File: config.mk
export PLATFORM = sky130hd
export DESIGN_NAME = flp_csr
export DESIGN_NICKNAME = d
export VERILOG_FILES = /design/src/hw/rtl/fir_lowpass_filter_top_macros.svh /design/src/hw/rtl/flp_pkg.sv /design/src/hw/rtl/flp_csr.sv
export SDC_FILE = /design/constraint.sdc
export NUM_CORES = 1
export LEC_CHECK = 0
export BUFFER_PORTS_ARGS = -buffer_cell sky130_fd_sc_hd__buf_2
export CAP_MARGIN = 20
export CORE_UTILIZATION = 31
export CTS_BUF_LIST = sky130_fd_sc_hd__clkbuf_8
export CTS_CLUSTER_DIAMETER = 100
export DETAILED_ROUTE_END_ITERATION = 16
export PLACE_DENSITY = 0.84
export SKIP_CTS_REPAIR_TIMING = 1
export SYNTH_ARGS = -nofsm -noshare
export SYNTH_HDL_FRONTEND = slang
export SYNTH_SLANG_ARGS = --single-unit
File: constraint.sdc
create_clock -name clock -period 0.8 [get_ports clock]
set_input_delay 0.08 -clock clock [delete_from_list [all_inputs] [get_ports clock]]
set_output_delay 0.08 -clock clock [all_outputs]
set_load 0.01 [all_outputs]
File: src/hw/rtl/fir_lowpass_filter_top_macros.svh
// Assertion macros shared by the FIR low-pass filter RTL.
// Included by the files that carry concurrent assertions; needs nothing else.
`ifndef FIR_LOWPASS_FILTER_TOP_MACROS_SVH
`define FIR_LOWPASS_FILTER_TOP_MACROS_SVH

// Same-cycle implication, checked outside reset.
`define FLP_ASSERT_IMPL(label, clk, rst, ante, cons, msg) \
   label: assert property (@(posedge clk) disable iff (rst) (ante) |-> (cons)) else $error(msg);

// Next-cycle implication, checked outside reset.
`define FLP_ASSERT_NEXT(label, clk, rst, ante, cons, msg) \
   label: assert property (@(posedge clk) disable iff (rst) (ante) |=> (cons)) else $error(msg);

`endif

File: src/hw/rtl/flp_pkg.sv
// Shared constants and types of the FIR low-pass filter.
// No dependencies; every other RTL file of the block but the macro header uses it.
`timescale 1ns / 1ps

package flp_pkg;

   localparam int MAX_TAPS    = 64;
   localparam int SAMPLE_BITS = 16;
   localparam int VALUE_BITS  = 16;
   localparam int COEF_BITS   = 16;
   localparam int FRAC_BITS   = 15;
   localparam int IDX_BITS    = 6;
   localparam int TAPCNT_BITS = 7;
   localparam int PROD_BITS   = COEF_BITS + SAMPLE_BITS;
   localparam int ACC_BITS    = PROD_BITS + $clog2(MAX_TAPS);
   localparam int SHIFT_BITS  = ACC_BITS + 1 - FRAC_BITS;
   localparam int CNT_BITS    = $clog2(MAX_TAPS + 2);

   localparam int PADDR_BITS  = 3;
   localparam int PDATA_BITS  = 32;
   localparam int REGIDX_BITS = PADDR_BITS - 2;

   localparam logic [TAPCNT_BITS-1:0] TAPCNT_RESET = TAPCNT_BITS'(MAX_TAPS);
   localparam logic [CNT_BITS-1:0]    DONE_COUNT   = CNT_BITS'(MAX_TAPS + 1);

   localparam logic [ACC_BITS:0] ROUND_HALF = (ACC_BITS + 1)'(1 << (FRAC_BITS - 1));
   localparam logic signed [SHIFT_BITS-1:0] SAT_MAX =
      SHIFT_BITS'((1 << (SAMPLE_BITS - 1)) - 1);
   localparam logic signed [SHIFT_BITS-1:0] SAT_MIN =
      SHIFT_BITS'(-(1 << (SAMPLE_BITS - 1)));

   // Item modes.
   localparam logic MODE_LOAD   = 1'b0;
   localparam logic MODE_SAMPLE = 1'b1;

   // Register indexes.
   localparam logic [REGIDX_BITS-1:0] REG_TAP_COUNT = REGIDX_BITS'(0);

   typedef struct packed {
      logic shift_en;
      logic load_en;
      logic tap_en;
   } cell_ctrl_type;

endpackage

File: src/hw/rtl/flp_csr.sv
// APB-style register port of the FIR low-pass filter: holds the tap count.
// Depends on flp_pkg.
`timescale 1ns / 1ps

module flp_csr (
   input  logic                                clock,
   input  logic                                reset,
   input  logic                                psel,
   input  logic                                penable,
   input  logic                                pwrite,
   input  logic [flp_pkg::PADDR_BITS-1:0]      paddr,
   input  logic [flp_pkg::PDATA_BITS-1:0]      pwdata,
   output logic [flp_pkg::PDATA_BITS-1:0]      prdata,
   output logic                                pready,
   output logic [flp_pkg::TAPCNT_BITS-1:0]     tap_count
);

   logic [flp_pkg::TAPCNT_BITS-1:0] tap_count_ff, tap_count_in;
   logic [flp_pkg::REGIDX_BITS-1:0] reg_index;
   logic                            wr_strobe;

   assign pready    = 1'b1;
   assign reg_index = paddr[flp_pkg::PADDR_BITS-1:2];
   assign wr_strobe = psel && penable && pwrite && pready;

   always_comb begin
      tap_count_in = tap_count_ff;
      prdata       = '0;
      unique case (reg_index)
         flp_pkg::REG_TAP_COUNT: begin
            prdata = flp_pkg::PDATA_BITS'(tap_count_ff);
            if (wr_strobe) begin
               tap_count_in = pwdata[flp_pkg::TAPCNT_BITS-1:0];
            end
         end
         default: begin
            prdata = '0;
         end
      endcase
   end

   always_ff @(posedge clock) begin
      if (reset) begin
         tap_count_ff <= flp_pkg::TAPCNT_RESET;
      end else begin
         tap_count_ff <= tap_count_in;
      end
   end

   assign tap_count = tap_count_ff;

endmodule

======== After elaboration in Yosys (flattened, before gate mapping) ========
Cells that the tools add are included.
storage, ports and cells
  flip-flop bits (word level) ............. 7
  input port bits ......................... 40
  logic and storage cells ................. 6
  memory bits (writable) .................. 0
  memories kept ........................... 0
  latch bits .............................. 0
  memory bits (read-only) ................. 0
cells by class
  bitwise gates (word level) .............. 1
  shifts and indexed selects .............. 0
  muxes and demuxes ....................... 1
  add/sub/neg operators ................... 0
  order comparisons ....................... 0
  multiply operators ...................... 0
  div/mod/pow operators ................... 0
  equality and inequality tests ........... 0
  reductions and logical operators ........ 3
operator list
  cell                 count
  $mux W7              1
  $logic_and A1 B1 Y1  2
  $reduce_and A2 Y1    1
  $not A1 Y1           1

======== Logic depth before layout (Yosys ltp) ========
  word-level depth ........................ 3
  depth in mapped cells ................... 3

======== Worst setup path before layout ========
Ideal clock, no wire load.
  kind .................................... in2reg
  start ................................... in paddr[2] (netlist name)
  end ..................................... reg tap_count_ff, in the netlist tap_count[0]
  slack ................................... 0.120 ns
  buffers on the path ..................... 1
  arrival time ............................ 0.608 ns
  setup time .............................. 0.072 ns
  stages on the path ...................... 3
  data required time ...................... 0.728 ns
  cells stage by stage .................... and4b_1 -> buf_6 -> mux2i_1
on the way
  word-level cells in the longest chain between the ends .. 2
RTL lines
  element                      RTL line       source
  start: declaration           flp_csr.sv:11  input logic [flp_pkg::PADDR_BITS-1:0] paddr,
  $not A1 Y1 (no line)         -
  $reduce_and A2 Y1 (no line)  -
  end signal: assignment       flp_csr.sv:44  tap_count_ff <= flp_pkg::TAPCNT_RESET;
  end signal: assignment       flp_csr.sv:46  tap_count_ff <= tap_count_in;
  end: declaration             flp_csr.sv:18  logic [flp_pkg::TAPCNT_BITS-1:0] tap_count_ff, tap_count_in;
No other way between the ends.
A chain may end at the register's enable or synchronous reset.

======== Final worst setup path ========
  start ................................... reg tap_count_ff, in the netlist tap_count[0]
  end ..................................... out prdata[0] (netlist name)
on the way
  word-level cells in the longest chain between the ends .. 1
RTL lines
  element           RTL line       source
  $mux W7           flp_csr.sv:29  unique case (reg_index)
  end: declaration  flp_csr.sv:13  output logic [flp_pkg::PDATA_BITS-1:0] prdata,
No other way between the ends.

==> out/summary.md <==
The run finished, with violations left. The final reports fail on setup timing. In this run the standard cell core region covers 1750 um^2. The detailed-route via count is 446, and the final critical path time including I/O delays and setup is 929 ps. In this run the worst hold path is classified as in -> reg. The count of final hold-check violations is 0, and the area of the mapped netlist is 582 um^2. Of all nets on the critical path, the largest fanout is 2. The run gives 15 as the row count. The starting density of the core came out at 0.333.

The number of max-slew violations in the final report was 0; the met3 capacity usage during global routing was 0.0760. The largest individual stage delay along the critical path comes from the cell dfxtp_2. For the met1 usage in global routing, the log shows 0.0678.

The number of flip-flops under the largest register name is 7. Ranked by total cell area, the synthesized netlist is headed by buf_4, dfxtp_1, nand2b_1. The tree is rooted in a clkbuf_8. The logs give 0.452 for the post-layout utilization of the core and 0.0935 for the total global-route track usage. The die boundary height works out to 45.3 um.

The logs give 1 for the number of H-tree levels and 0 ps for the largest clock skew in the final design. Using the TritonRoute via totals, the vias-per-cell ratio works out to 3.63. The filler-free cell count of the finished design is 123. The sequential element share of the synthesized area was 0.241; the wire length per cell was 8.11 um.

The cell class contributing the biggest share of worst-path delay is flip-flops. The clock buffer count from CTS is 3, and the maximum achievable frequency is 1.08 GHz. Once detail routing completed, the nets flagged for antenna violations numbered 0.

Wires add up to 997 um. The tools report the final critical-path setup slack as -129 ps. The ratio of cells with drive above 1 in the final layout was 0.500; the clock edge transition at the registers on the reported setup and hold paths was 40 ps.

Data on the critical path arrives at its endpoint at 850 ps. The floorplan die width is 45.3 um, and the first-pass GRT wire length is 1250 um. Counting the fill cells in the layout gives 184.

Setup repair after global routing could not meet its margin everywhere. In this run, the number of DRC markers left after iteration 0 of detailed routing was 5. Critical path buffer and inverter count: 1. Count of TritonRoute iterations in the first routing pass: 2. The design draws 0.00103 W. The power per cell area works out to 1300 nW/um^2. The ratio of final minimum period to clock period is 1.16. Entering global routing, the biggest net connects 15 pins. Pin placement for this block handled 80 I/O pins.

At the later pin of the worst-skew pair, clock insertion delay measures 230 ps. Peak-usage layer in the global routing report: met2. The final net count was 139; the average cell area after synthesis was 8.82 um^2. The logs give 0 for the number of inserted diodes and 0 for the number of max-cap violations.

The number of global-route vias before repair was 309; the weighted congestion reported at the end of routability-driven placement was 0.666. In the routed design, unresolved DRC markers number 0. For the maximum count of clock buffers along a single path, the log shows 2.

The biggest cell delay along the critical path is 310 ps, and the static leakage is 0.419 nW. Counting every instance in the synthesized netlist gives 66. For the met2 track utilization from global routing, the log shows 0.165.

STA classifies the critical path endpoint as a primary output. The Yosys step of the flow raised 0 warnings. Total negative setup slack: -895 ps.

TritonCTS built the clock tree. Cell taking the most area after synthesis: buf_4. The total placed cells including tap cells came out at 115. Die footprint: 2050 um^2.

The tools report the final setup violation count as 8. The maximum ir drop on the vdd rail came out at 964 uV. The top cell type's share of synthesized area is 0.335, and the initial antenna violation count is 0.

The worst setup path is launched from a flip-flop. For this design, the sink count on the clock tree is 7. Synthesis inferred 7 register bits.

Compared with the post-synthesis result, the final layout area differs by 35.5%. The count of buffers from port buffering came out at 26. Count of different cell masters after synthesis: 10. The tools report the sum of overflow across all layers after global routing as 0. Traced cell by cell, the critical path runs through and2b_2 > buf_6. The critical path is of the reg -> out type. The data required time at the worst endpoint is 720 ps.
==> where the power goes <==
part / internal [W] / leakage [nW] / switching [W]
sequential: 0.000360 / 0.0591 / 0.00000490
combinational: 0.0000807 / 0.333 / 0.000103
clock: 0.000331 / 0.0269 / 0.000148
==> final cells by class <==
cell class | instances | area (um^2) | share of cell area
clock inverter | 1 | 3.75 | 0.00476
timing repair buffer | 32 | 241 | 0.306
clock buffer | 3 | 41.3 | 0.0524
multi-input combinational | 55 | 322 | 0.408
tap | 25 | 31.3 | 0.0397
sequential | 7 | 149 | 0.189
==> synth_stat cells (all sizes together) <==
cell,instances
and2b,7
and4b,1
buf,27
clkbuf,1
conb,2
dfxtp,7
mux2i,7
nand2b,12
nor2,2
==> tightest hold or removal path, delay by kind of cell <==
family | cells | cell delay, ps
multiplexers | 1 | 60
buffers and inverters | 1 | 100
AND/OR/NAND/NOR | 1 | 50
==> metrics by stage <==
stage          area [um^2]  hold slack [ps]  setup WS [ps]
4_1_cts                696              109           -152
5_1_grt                788              109           -157
3_5_place_dp           651              350          -67.1
2_1_floorplan          672              235            120
6_report               788              106           -129
3_3_place_gp           651              343          -42.8
==> placed cells by master, fill, tap and decap left out <==
cell type | Yosys | routed
buf_2 | 0 | 18
buf_12 | 0 | 1
clkbuf_8 | 0 | 3
buf_6 | 1 | 9
and4b_1 | 1 | 1
nor2_1 | 2 | 2
conb_1 | 2 | 26
nand2b_1 | 12 | 12
and2b_2 | 7 | 7
buf_4 | 26 | 4
inv_1 | 0 | 1
mux2i_1 | 7 | 7
dfxtp_2 | 0 | 7
==> routing by layer <==
layer / share of wire / routed length (um)
met2: 0.54 / 535
met5: 0 / 0
met1: 0.33 / 333
met3: 0.12 / 119
met4: 0.0080 / 8
==> cells by family (layout without fill, tap and decap cells) <==
logic type | Yosys count | after routing | share of synthesized area
DFF | 7 | 7 | 0.241
and+or+nand+nor | 22 | 22 | 0.265
muxes | 7 | 7 | 0.120
buffers and inverters | 28 | 36 | 0.361
other | 2 | 26 | 0.0129
==> worst paths after layout <==
path	startpoint	endpoint	slack (ps)	depth (start not counted)
worst min-delay path	pwdata[3]	tap_count[3]$_SDFFE_PP0P_	110	3
worst max-delay path	tap_count[0]$_SDFFE_PP0P_	prdata[0]	-130	2
worst min register to register	tap_count[1]$_SDFFE_PP0P_	tap_count[1]$_SDFFE_PP0P_	470	2
worst max register to register	tap_count[0]$_SDFFE_PP0P_	tap_count[0]$_SDFFE_PP0P_	30	4
(Power assumes the default switching activity.)
