[config.mk]
export PLATFORM = sky130hd
export DESIGN_NAME = flp_tap_cell
export DESIGN_NICKNAME = d
export VERILOG_FILES = /design/src/hw/rtl/fir_lowpass_filter_top_macros.svh /design/src/hw/rtl/flp_pkg.sv /design/src/hw/rtl/flp_tap_cell.sv
export SDC_FILE = /design/constraint.sdc
export NUM_CORES = 1
export LEC_CHECK = 0
export BUFFER_PORTS_ARGS = -buffer_cell sky130_fd_sc_hd__clkbuf_2
export CORE_MARGIN = 4
export CORE_UTILIZATION = 45
export CTS_CLUSTER_DIAMETER = 150
export DETAILED_ROUTE_END_ITERATION = 8
export PLACE_DENSITY = 0.7
export SLEW_MARGIN = 0
export SYNTH_ARGS = -nofsm -noshare
export SYNTH_HDL_FRONTEND = slang
export SYNTH_SLANG_ARGS = --single-unit
[constraint.sdc]
create_clock -name clock -period 8.2 [get_ports clock]
set_clock_uncertainty 0.2 [all_clocks]
set_input_delay 1.64 -clock clock [delete_from_list [all_inputs] [get_ports clock]]
set_output_delay 1.64 -clock clock [all_outputs]
set_load 0.01 [all_outputs]
[src/hw/rtl/fir_lowpass_filter_top_macros.svh]
// Assertion macros shared by the FIR low-pass filter RTL.
// Included by the files that carry concurrent assertions; needs nothing else.
`ifndef FIR_LOWPASS_FILTER_TOP_MACROS_SVH
`define FIR_LOWPASS_FILTER_TOP_MACROS_SVH

// Same-cycle implication, checked outside reset.
`define FLP_ASSERT_IMPL(label, clk, rst, ante, cons, msg) \
   label: assert property (@(posedge clk) disable iff (rst) (ante) |-> (cons)) else $error(msg);

// Next-cycle implication, checked outside reset.
`define FLP_ASSERT_NEXT(label, clk, rst, ante, cons, msg) \
   label: assert property (@(posedge clk) disable iff (rst) (ante) |=> (cons)) else $error(msg);

`endif

[src/hw/rtl/flp_pkg.sv]
// Shared constants and types of the FIR low-pass filter.
// No dependencies; every other RTL file of the block but the macro header uses it.
`timescale 1ns / 1ps

package flp_pkg;

   localparam int MAX_TAPS    = 64;
   localparam int SAMPLE_BITS = 16;
   localparam int VALUE_BITS  = 16;
   localparam int COEF_BITS   = 16;
   localparam int FRAC_BITS   = 15;
   localparam int IDX_BITS    = 6;
   localparam int TAPCNT_BITS = 7;
   localparam int PROD_BITS   = COEF_BITS + SAMPLE_BITS;
   localparam int ACC_BITS    = PROD_BITS + $clog2(MAX_TAPS);
   localparam int SHIFT_BITS  = ACC_BITS + 1 - FRAC_BITS;
   localparam int CNT_BITS    = $clog2(MAX_TAPS + 2);

   localparam int PADDR_BITS  = 3;
   localparam int PDATA_BITS  = 32;
   localparam int REGIDX_BITS = PADDR_BITS - 2;

   localparam logic [TAPCNT_BITS-1:0] TAPCNT_RESET = TAPCNT_BITS'(MAX_TAPS);
   localparam logic [CNT_BITS-1:0]    DONE_COUNT   = CNT_BITS'(MAX_TAPS + 1);

   localparam logic [ACC_BITS:0] ROUND_HALF = (ACC_BITS + 1)'(1 << (FRAC_BITS - 1));
   localparam logic signed [SHIFT_BITS-1:0] SAT_MAX =
      SHIFT_BITS'((1 << (SAMPLE_BITS - 1)) - 1);
   localparam logic signed [SHIFT_BITS-1:0] SAT_MIN =
      SHIFT_BITS'(-(1 << (SAMPLE_BITS - 1)));

   // Item modes.
   localparam logic MODE_LOAD   = 1'b0;
   localparam logic MODE_SAMPLE = 1'b1;

   // Register indexes.
   localparam logic [REGIDX_BITS-1:0] REG_TAP_COUNT = REGIDX_BITS'(0);

   typedef struct packed {
      logic shift_en;
      logic load_en;
      logic tap_en;
   } cell_ctrl_type;

endpackage

[src/hw/rtl/flp_tap_cell.sv]
// One tap of the filter chain: delay-line sample, coefficient, product and partial sum.
// Depends on flp_pkg.
`timescale 1ns / 1ps

module flp_tap_cell (
   input  logic                                   clock,
   input  logic                                   reset,
   input  flp_pkg::cell_ctrl_type                 ctrl,
   input  logic signed [flp_pkg::SAMPLE_BITS-1:0] sample_prev,
   input  logic signed [flp_pkg::COEF_BITS-1:0]   coef_wdata,
   input  logic signed [flp_pkg::ACC_BITS-1:0]    sum_prev,
   output logic signed [flp_pkg::SAMPLE_BITS-1:0] sample_next,
   output logic signed [flp_pkg::ACC_BITS-1:0]    sum_next
);

   logic signed [flp_pkg::SAMPLE_BITS-1:0] sample_ff, sample_in;
   logic signed [flp_pkg::COEF_BITS-1:0]   coef_ff, coef_in;
   logic signed [flp_pkg::PROD_BITS-1:0]   prod_ff, prod_in;
   logic signed [flp_pkg::ACC_BITS-1:0]    sum_ff, sum_in;

   always_comb begin
      sample_in = ctrl.shift_en ? sample_prev : sample_ff;
      coef_in   = ctrl.load_en ? coef_wdata : coef_ff;
      // Taps beyond the active count add nothing to the sum.
      prod_in   = '0;
      if (ctrl.tap_en) begin
         prod_in = coef_ff * sample_ff;
      end
      sum_in    = sum_prev + flp_pkg::ACC_BITS'(prod_ff);
   end

   always_ff @(posedge clock) begin
      if (reset) begin
         sample_ff <= '0;
         coef_ff   <= '0;
      end else begin
         sample_ff <= sample_in;
         coef_ff   <= coef_in;
      end
   end

   always_ff @(posedge clock) begin
      prod_ff <= prod_in;
      sum_ff  <= sum_in;
   end

   assign sample_next = sample_ff;
   assign sum_next    = sum_ff;

endmodule

======== Yosys cells after proc, flatten, opt, wreduce, memory -nomap -nowiden ========
Index checks and enable logic that the tools add are counted.
word-level totals
  input port bits ......................... 75
  bits in registers ....................... 102
  output and inout port bits .............. 54
operators by class
  add/subtract/negate cells ............... 1
  $mul .................................... 1
operators by type and width
  operator          number
  $add A38 B32 Y38  1
  $mul A16 B16 Y32  1

======== Longest topological paths before layout ========
Gate-level depths: netlist of the first run.
  depth after elaboration ................. 1
  depth in mapped cells ................... 23
  gate-level depth less buffers ........... 21

======== Least setup slack after synthesis of the first run ========
Ideal clock, no wire load.
  kind .................................... flip-flop to flip-flop
  from .................................... register sample_ff, in the netlist sample_next[1]
  to ...................................... register prod_ff[29] (netlist name)
  path slack .............................. 2.037 ns
  buffers on the path ..................... 1
  stages on the path, launching flop included .. 21
  required time ........................... 7.877 ns
  arrival time ............................ 5.840 ns
  path through ............................ dfxtp_1 > clkbuf_1 > nand2_1 > inv_1 > fa_1 > fa_1 > fa_1 > fa_1 > fa_1 > inv_1 > fa_1 > inv_1 > ha_1 > a21o_1 > a21o_1 > a21oi_1 > o211ai_1 > o2111ai_2 > nand3b_1 > a211oi_1 > nor3b_1
between the ends
  cells in the longest elaborated chain, start to end .. 1
RTL lines
  element                 line                text
  from (decl)             flp_tap_cell.sv:16  logic signed [flp_pkg::SAMPLE_BITS-1:0] sample_ff, sample_in;
  from (signal assigned)  flp_tap_cell.sv:37  sample_ff <= sample_in;
  $mul A16 B16 Y32        flp_tap_cell.sv:27  prod_in = coef_ff * sample_ff;
  to (signal assigned)    flp_tap_cell.sv:43  prod_ff <= prod_in;
  to (decl)               flp_tap_cell.sv:18  logic signed [flp_pkg::PROD_BITS-1:0] prod_ff, prod_in;
Every way passes these cells.
A chain may end at the register's enable or synchronous reset.

======== Worst setup path after layout of the first run ========
Ends and elaborated chain as after synthesis.

==> impl_metrics.ini, run 1 <==
[floorplan]
die_w_um = 187
core-area_um2 = 31600
pin_count = 129
core.rowCount = 65
die_h_um = 187
start_util_pct = 45.7
die_area_um2 = 35000

[power_and_ir_drop]
finalPower_uw = 2380
cellPowerDensity_nw_per_um2 = 152
p_leak_uw = 0.00808
ir_worst_vdd_mv = 0.104

[worst_setup_path]
required_ns = 8.25
cp_slowest_cell = fa_1
critical_path_arrival_ns = 6.79
r2r_slack_ns = 1.46
start_kind = flip-flop
worst_setup_path_end_kind = flip-flop
crit_type = flip-flop to flip-flop
cp_slowest_stage_delay_ns = 0.85
cp_max_fo = 18
r2r_cells = 19
regToRegStartpoint = sample_next[1]$_SDFFE_PP0P_
rr_endpoint = prod_ff[29]$_SDFF_PN0_
crit_top_cell = fa_1
path_cells = nand2_1 -> inv_1 -> fa_1 -> fa_1 -> fa_1 -> fa_1 -> fa_1 -> inv_1 -> fa_1 -> inv_1 -> ha_1 -> a21o_1 -> a21o_1 -> a21oi_1 -> o211ai_1 -> o2111ai_2 -> nand3b_1 -> a211oi_1 -> nor3b_1

[sta]
setup_viol = 0
fin_crit_sh_pct = 82.1
fmax_mhz = 148
drv_slew = 0
tightest_slew_ns = 0.881
maxSlewHeadroom_pct = 41.2
fin_crit_ns = 6.74
finalSetupTns_ns = 0
hold_viol = 0
hold_slack_ns = 0.244
rsz0062_at_grt = no

[clock_network]
cts_num_sinks = 102
insertion_delay_ns = 0.38
cts_buffers = 9
cts_tree = done
post_cts_buffers = 0
cts_buffer_depth = 2
ctsHtreeMaxLevel = 3
cts-resized-gates = 0
root_buffer = clkbuf_16
clk_pin_slew_ns = 0.07
cts_hold_buf = 0

[yosys]
yosys_warnings = 0
ys.flop_type = dfxtp_1
synthesis.area_um2 = 14400
yosysSeqAreaShare_pct = 14.2
yosysTopAreaCell = fa_1
synth_edf_count = 0
synth_cell_type_count = 59
post_synth.cell_area_avg_um2 = 9.22
ys_seq_elements = 102
synth_nets = 2020
synth_area_leaders = fa_1, dfxtp_1, ha_1
synth_top_area_share_pct = 36.5
synthArstFlopShare_pct = 0
syn_inst = 1563

[cells_and_area]
final_cell_mix = inv_1, fa_1, nand2_1
areaGrowthSynthToFinish_pct = 8.66
drive_gt1_share_pct = 9.52
diodes = 0
nFillCells = 2961
layout_commonest_cell = inv_1
final_cells = 2062
nets = 2112

[drt]
ant_nets = 0
dr.pass1.iters = 5
wl_per_cell_um = 16.5
wirelength_um = 34000
via_count = 10800
routed_via_density = 5.23
drc = 0
drt_iter0_markers = 561

[placed_design]
place_hpwl_um = 28000
routabilityCongestion = 0.884
portBuffers = 128
dp.cells = 2046

[grt]
antenna_found_initial = 0
grtUsageTotal_pct = 20.2
grt_pass1_vias = 11400
grt_pass1_wl_um = 57300
grt_overflow = 0
gr-usage-met2_pct = 33.3
top_usage_layer = met2
use_met1_pct = 27.0
use_met3_pct = 4.20
grt_max_degree = 39

[run]
cap_viol_max_count = 0

[worst_hold_path]
hold_path_depth = 1
hold_path.class = flip-flop to flip-flop
min-delay-start = prod_ff[0]$_SDFF_PN0_
min_to = sum_next[0]$_DFF_P_

[outcome]
status = completed
-- logic make-up after synthesis --
logic type	Yosys count	share of synthesized area (%)
flip-flops	102	14.2
multiplexers	34	2.36
AO/OA/AOI/OAI	191	8.53
buffers and inverters	349	9.10
AND/OR/NAND/NOR	442	15.2
adder cells (fa/ha/maj)	382	46.8
XOR/XNOR	63	3.83
-- power by group --
part / internal (uW) / switching (uW)
combinational: 540 / 708
clock: 216 / 202
sequential: 627 / 89.2
-- stage by stage --
stage / util (%) / setup slack, ns / instance area (um2)
6_report: 49.6 / 1.46 / 15700
3_3_place_gp: 48.7 / 1.67 / 15400
2_1_floorplan: - / 2.04 / 14400
3_5_place_dp: 48.7 / 1.52 / 15400
4_1_cts: 49.6 / 1.50 / 15700
5_1_grt: 49.6 / 1.10 / 15700
-- sequential cells by signal, indices dropped and copies added, names as in the netlist --
register	count
sample_next	16
coef_ff	16
sum_next	38
prod_ff	32
-- how the worst max path moves through the flow --
stage | startpoint | to | slack, ns | depth (start not counted)
after floorplan | sample_next[1]$_SDFFE_PP0P_ | prod_ff[29]$_SDFF_PN0_ | 2.04 | 20
after global placement | sample_next[7]$_SDFFE_PP0P_ | prod_ff[23]$_SDFF_PN0_ | 1.67 | 21
after detailed placement | sample_next[7]$_SDFFE_PP0P_ | prod_ff[23]$_SDFF_PN0_ | 1.52 | 21
after CTS | sample_next[1]$_SDFFE_PP0P_ | prod_ff[31]$_SDFF_PN0_ | 1.50 | 18
after global routing | sample_next[7]$_SDFFE_PP0P_ | prod_ff[23]$_SDFF_PN0_ | 1.10 | 21
final | sample_next[1]$_SDFFE_PP0P_ | prod_ff[29]$_SDFF_PN0_ | 1.46 | 19
-- synthesized netlist by cell type, types with 7 or more instances --
library cell,count
nand2b_1,8
nor3_1,8
nand3_1,11
o21bai_1,7
clkbuf_1,46
ha_1,119
dfxtp_1,102
nand4_1,9
o21ai_1,10
fa_1,263
xor2_1,15
a21o_1,13
mux2i_1,34
xnor2_1,48
nor2_1,82
a31oi_1,7
a21oi_1,71
o21ai_0,37
nand2_1,151
and2_1,150
inv_1,302
-- layout make-up --
class / instances / area, um2 / share of cell area, %
multi-input combinational: 1112 / 11100 / 70.6
tap: 402 / 503 / 3.21
clock buffer: 10 / 239 / 1.53
inverter: 302 / 1130 / 7.24
clock inverter: 6 / 43.8 / 0.280
timing repair buffer: 128 / 641 / 4.09
sequential: 102 / 2040 / 13.0
-- critical path: cells and delay by family, from the launching register on --
| kind | cells | cell delay (ns) |
|---|---|---|
| buffers and inverters | 3 | 0.25 |
| AO/OA/AOI/OAI | 6 | 1.26 |
| flip-flops | 1 | 0.75 |
| AND/OR/NAND/NOR | 3 | 0.41 |
| adder cells (fa/ha/maj) | 7 | 3.73 |
-- routing by layer --
layer	routed length [um]	vias up
met5	0	-
met2	15900	348
li1	-	5018
met3	2290	58
met1	14900	5352
met4	881	0
Note: power is estimated with default switching activity, not from simulation.
==> run 2, diff against run 1 <==
- ABC_AREA: unset -> 1
- PLACE_DENSITY: 0.7 -> 0.72
- clock period: 8.2 -> 6.15 ns (I/O delays scaled with it)
==> run 2 against run 1 <==
Effect of this change: synthesized cell count grew 48%; setup slack lost 1.1 ns; register-to-register slack lost 1.1 ns; worst hold slack gained 0.026 ns; highest routed layer unchanged; clock power grew 60%; sequential power grew 28%; area after synthesis grew 14%; die area grew 14%; sequential share of layout area shrank 1.6 points.
==> impl_metrics.ini, run 2 <==
[grt]
grt_pass1_vias = 15100
antenna_found_initial = 0
grt_overflow = 0
grt_max_degree = 33
grt_pass1_wl_um = 74100
grtUsageTotal_pct = 23.3

[worst_setup_path]
endpoint = prod_ff[21]$_SDFF_PN0_
worst_setup_path_end_kind = flip-flop
cp_slowest_cell = dfxtp_1
cp_slowest_stage_delay_ns = 0.71
r2r_slack_ns = 0.34
required_ns = 6.22
crit_type = flip-flop to flip-flop
startpoint = sample_next[9]$_SDFFE_PP0P_
path_cells = nand2_1 -> fa_1 -> inv_1 -> fa_1 -> inv_1 -> fa_1 -> inv_1 -> fa_1 -> fa_1 -> inv_1 -> fa_1 -> inv_1 -> ha_1 -> nand2_1 -> nor2_1 -> inv_2 -> nor2_1 -> nand4_1 -> nand3b_1 -> nand2_1 -> nand2_1 -> nor2_1
critical_path_arrival_ns = 5.88
regToRegStartpoint = sample_next[9]$_SDFFE_PP0P_
start_kind = flip-flop
crit_family = adder cells
worstPathBufferInverterCount = 6
r2r_cells = 22
cp_max_fo = 14
crit_cells = 22
rr_endpoint = prod_ff[21]$_SDFF_PN0_
crit_top_cell = fa_1

[yosys]
synth_edf_count = 0
ys_seq_elements = 102
syn_inst = 2312
synthesis.area_um2 = 16500
ys_top_cells_by_count = nand2_1, inv_1, fa_1, nor2_1, ha_1
synth_area_leaders = fa_1, nand2_1, inv_1
yosys.cell_count.top_type = nand2_1
yosys_warnings = 0
synth_top_area_share_pct = 32.0
yosysSeqAreaShare_pct = 12.4
synth_nets = 2769
ys.flop_type = dfxtp_1
synth_cell_type_count = 36
synthArstFlopShare_pct = 0
yosysTopAreaCell = fa_1
post_synth.cell_area_avg_um2 = 7.12

[clock_network]
root_buffer = clkbuf_16
insertion_delay_ns = 0.38
cts_buffer_depth = 2
cts_hold_buf = 0
ctsHtreeMaxLevel = 3
clk_pin_slew_ns = 0.08
cts_tree = done
cts_num_sinks = 102
cts_buffers = 9

[drt]
routed_via_density = 4.93
drc = 0
drt_iter0_markers = 845
via_count = 14200
wirelength_um = 44100
dr.pass1.iters = 8
wl_per_cell_um = 15.3
ant_nets = 0

[power_and_ir_drop]
finalPower_uw = 3370
p_leak_uw = 0.0109
cellPowerDensity_nw_per_um2 = 187
ir_worst_vdd_mv = 0.158

[outcome]
status = completed

[cells_and_area]
final_cell_mix = nand2_1, inv_1, fa_1
largest_register_ffs = 38
nFillCells = 3536
drive_gt1_share_pct = 11.0
diodes = 0
nets = 2871
layout_commonest_cell = nand2_1
areaGrowthSynthToFinish_pct = 9.51

[sta]
tightest_slew_ns = 0.708
rsz0062_at_grt = no
setup_viol = 0
fin_ws_ns = 0.343
fin_crit_sh_pct = 94.4
fmax_mhz = 172
maxSlewHeadroom_pct = 52.7
drv_slew = 0
finalSetupTns_ns = 0
fin_crit_ns = 5.81
hold_viol = 0

[worst_hold_path]
hold_path.class = flip-flop to flip-flop
min-delay-start = prod_ff[0]$_SDFF_PN0_

[placed_design]
pre_cts_slack_ns = 0.111
portBuffers = 128
routabilityCongestion = 0.921
place_hpwl_um = 37700

[floorplan]
start_util_pct = 45.9
pin_count = 129
die_w_um = 199
die_h_um = 199
core.rowCount = 69
core-area_um2 = 35800
die_area_um2 = 39700

[run]
cap_viol_max_count = 0
## run 2: final cells by class
class | count | area [um2] | share of cell area (%)
Tap cell | 461 | 577 | 3.20
Multi-Input combinational cell | 1540 | 11900 | 66.0
Inverter | 598 | 2240 | 12.5
Clock buffer | 9 | 225 | 1.25
Clock inverter | 7 | 115 | 0.639
Sequential cell | 102 | 2050 | 11.4
Timing Repair Buffer | 163 | 907 | 5.03
## run 2: cell families (layout without fill, tap and decap cells)
kind of cell	after synthesis	in the layout	synth area share, %
AO/OA/AOI/OAI	148	148	5.05
XOR/XNOR	27	27	1.44
adder cells (fa/ha/maj)	382	382	41.0
buffers and inverters	670	777	15.3
flip-flops	102	102	12.4
AND/OR/NAND/NOR	983	983	24.8
## run 2: worst min path at each step
stage	to	slack (ns)	cells past startpoint
2_1_floorplan	sum_next[0]$_DFF_P_	0.22	1
3_3_place_gp	sum_next[0]$_DFF_P_	0.23	1
3_5_place_dp	sum_next[0]$_DFF_P_	0.25	1
4_1_cts	coef_ff[13]$_SDFFE_PP0P_	0.27	2
5_1_grt	sum_next[0]$_DFF_P_	0.29	1
6_report	sum_next[0]$_DFF_P_	0.27	1
## run 2: metrics by stage
stage | cells | instance area (um2) | hold slack [ns] | utilization [%]
after global routing | 2880 | 18000 | 0.289 | 50.3
after global placement | 2860 | 17600 | 0.233 | 49.2
final | 2880 | 18000 | 0.270 | 50.3
after CTS | 2876 | 18000 | 0.271 | 50.2
after detailed placement | 2860 | 17600 | 0.247 | 49.2
after floorplan | 2312 | 16500 | 0.220 | -
## run 2: power breakdown
group          internal [uW]  switching [uW]
clock                    367             303
sequential               826            89.3
combinational            645            1140
## run 2: metal layers
| layer | part of all wire, % | global-route usage [%] | vias up | wire (um) |
|---|---|---|---|---|
| met3 | 5.2 | 3.20 | 82 | 2300 |
| li1 | - | - | 6900 | - |
| met1 | 42 | 29.5 | 6810 | 18700 |
| met5 | 0 | 0 | - | 0 |
| met4 | 2.8 | 6.66 | 0 | 1240 |
| met2 | 50 | 41.8 | 411 | 21900 |
## run 2: what timing repair did
action,CTS,global route
resized for setup,0,12
setup buffers,0,4
endpoints found under the setup margin,0,16
==> run 3, diff against run 2 <==
- CTS_BUF_LIST: unset -> sky130_fd_sc_hd__clkbuf_8
==> run 3 against run 2 <==
Effect of this change: highest routed layer unchanged; final cell count unchanged; critical path type unchanged; sequential power about the same; largest cell class unchanged; die area did not move.
==> impl_metrics.ini, run 3 (synthesis results as in run 2) <==
[outcome]
status = completed

[clock_network]
cts_tree = done
cts_num_sinks = 102
cts_hold_buf = 0
insertion_delay_ns = 0.43
cts_buffer_depth = 2
cts_buffers = 9
clk_pin_slew_ns = 0.11
ctsHtreeMaxLevel = 3
root_buffer = clkbuf_8

[sta]
fin_crit_ns = 5.80
setup_viol = 0
rsz0062_at_grt = no
tightest_slew_ns = 0.702
fin_crit_sh_pct = 94.4
maxSlewHeadroom_pct = 53.2
hold_viol = 0
drv_slew = 0
fmax_mhz = 172
finalSetupTns_ns = 0

[worst_setup_path]
required_ns = 6.28
crit_cells = 22
cp_slowest_cell = dfxtp_1
start_kind = flip-flop
worstPathBufferInverterCount = 6
rr_endpoint = prod_ff[21]$_SDFF_PN0_
worst_setup_path_end_kind = flip-flop
path_cells = nand2_1 -> fa_1 -> inv_1 -> fa_1 -> inv_1 -> fa_1 -> inv_1 -> fa_1 -> fa_1 -> inv_1 -> fa_1 -> inv_1 -> ha_1 -> nand2_1 -> nor2_1 -> inv_2 -> nor2_1 -> nand4_1 -> nand3b_1 -> nand2_1 -> nand2_1 -> nor2_1
startpoint = sample_next[9]$_SDFFE_PP0P_
cp_slowest_stage_delay_ns = 0.72
cp_max_fo = 14
crit_top_cell = fa_1
crit_type = flip-flop to flip-flop
crit_family = adder cells
endpoint = prod_ff[21]$_SDFF_PN0_
r2r_slack_ns = 0.35
critical_path_arrival_ns = 5.93
r2r_cells = 22
regToRegStartpoint = sample_next[9]$_SDFFE_PP0P_

[worst_hold_path]
hold_path.class = flip-flop to flip-flop

[grt]
grt_overflow = 0
grt_max_degree = 33
grt_pass1_vias = 15100
antenna_found_initial = 0
grt_pass1_wl_um = 74100
grtUsageTotal_pct = 23.4

[power_and_ir_drop]
finalPower_uw = 3230
ir_worst_vdd_mv = 0.121
cellPowerDensity_nw_per_um2 = 180
p_leak_uw = 0.0108

[drt]
via_count = 14300
drc = 0
dr.pass1.iters = 5
wl_per_cell_um = 15.3
routed_via_density = 4.95
ant_nets = 0
wirelength_um = 44100
drt_iter0_markers = 911

[cells_and_area]
final_cell_mix = nand2_1, inv_1, fa_1
diodes = 0
final_cells = 2880
layout_commonest_cell = nand2_1
post-route-util_pct = 50.0
nets = 2871
design_area_um2 = 17900
areaGrowthSynthToFinish_pct = 8.89
largest_register_ffs = 38
drive_gt1_share_pct = 11.0

[floorplan]
core-area_um2 = 35800
core.rowCount = 69
pin_count = 129
die_h_um = 199
start_util_pct = 45.9
die_area_um2 = 39700
die_w_um = 199

[placed_design]
routabilityCongestion = 0.921
post_dp_cell_area_um2 = 17600
place_hpwl_um = 37700
dp.cells = 2860
portBuffers = 128

[run]
cap_viol_max_count = 0
==> run 3: metrics by stage <==
step                      hold WS (ns)  setup slack [ns]
after CTS                        0.275            0.0967
after global placement           0.233             0.139
final                            0.274             0.346
after floorplan                  0.220             0.390
after detailed placement         0.247             0.111
after global routing             0.300           0.00398
==> run 3: tightest hold or removal path, stage by stage, from the launching register on <==
cell and delay, ns:
dfxtp_1 0.32, nand2_1 0.06, a21oi_1 0.05
==> run 3: where the power goes <==
group	switching, uW	total (uW)	leakage [uW]	internal [uW]
Clock	284	522	0.000116	239
Sequential	89.8	916	0.000852	826
Combinational	1140	1790	0.00986	645
==> run 3: how the worst min path moves through the flow <==
stage | startpoint | to | slack, ns | cells after the start
3_5_place_dp | prod_ff[0]$_SDFF_PN0_ | sum_next[0]$_DFF_P_ | 0.25 | 1
3_3_place_gp | prod_ff[0]$_SDFF_PN0_ | sum_next[0]$_DFF_P_ | 0.23 | 1
2_1_floorplan | prod_ff[0]$_SDFF_PN0_ | sum_next[0]$_DFF_P_ | 0.22 | 1
5_1_grt | prod_ff[0]$_SDFF_PN0_ | sum_next[0]$_DFF_P_ | 0.30 | 1
6_report | coef_ff[13]$_SDFFE_PP0P_ | coef_ff[13]$_SDFFE_PP0P_ | 0.27 | 2
4_1_cts | coef_ff[13]$_SDFFE_PP0P_ | coef_ff[13]$_SDFFE_PP0P_ | 0.28 | 2
==> run 3: final cells by class <==
class | count | area, um2
Tap cell | 461 | 577
Clock buffer | 9 | 124
Multi-Input combinational cell | 1540 | 11900
Sequential cell | 102 | 2050
Fill cell | 3550 | 17900
Inverter | 598 | 2240
Timing Repair Buffer | 163 | 907
Clock inverter | 7 | 115
==> run 3: repair_timing <==
item                                    CTS  global route
buffers inserted                          0             4
endpoints found under the setup margin    0            16
resized for setup                         0            12
==> run 3: routing by layer <==
metal / global-route usage, % / wire (um) / vias up
li1: - / - / 6895
met1: 29.4 / 18500 / 6795
met2: 41.7 / 21800 / 466
met3: 3.30 / 2460 / 97
met4: 7.09 / 1420 / 0
met5: 0 / 0 / -
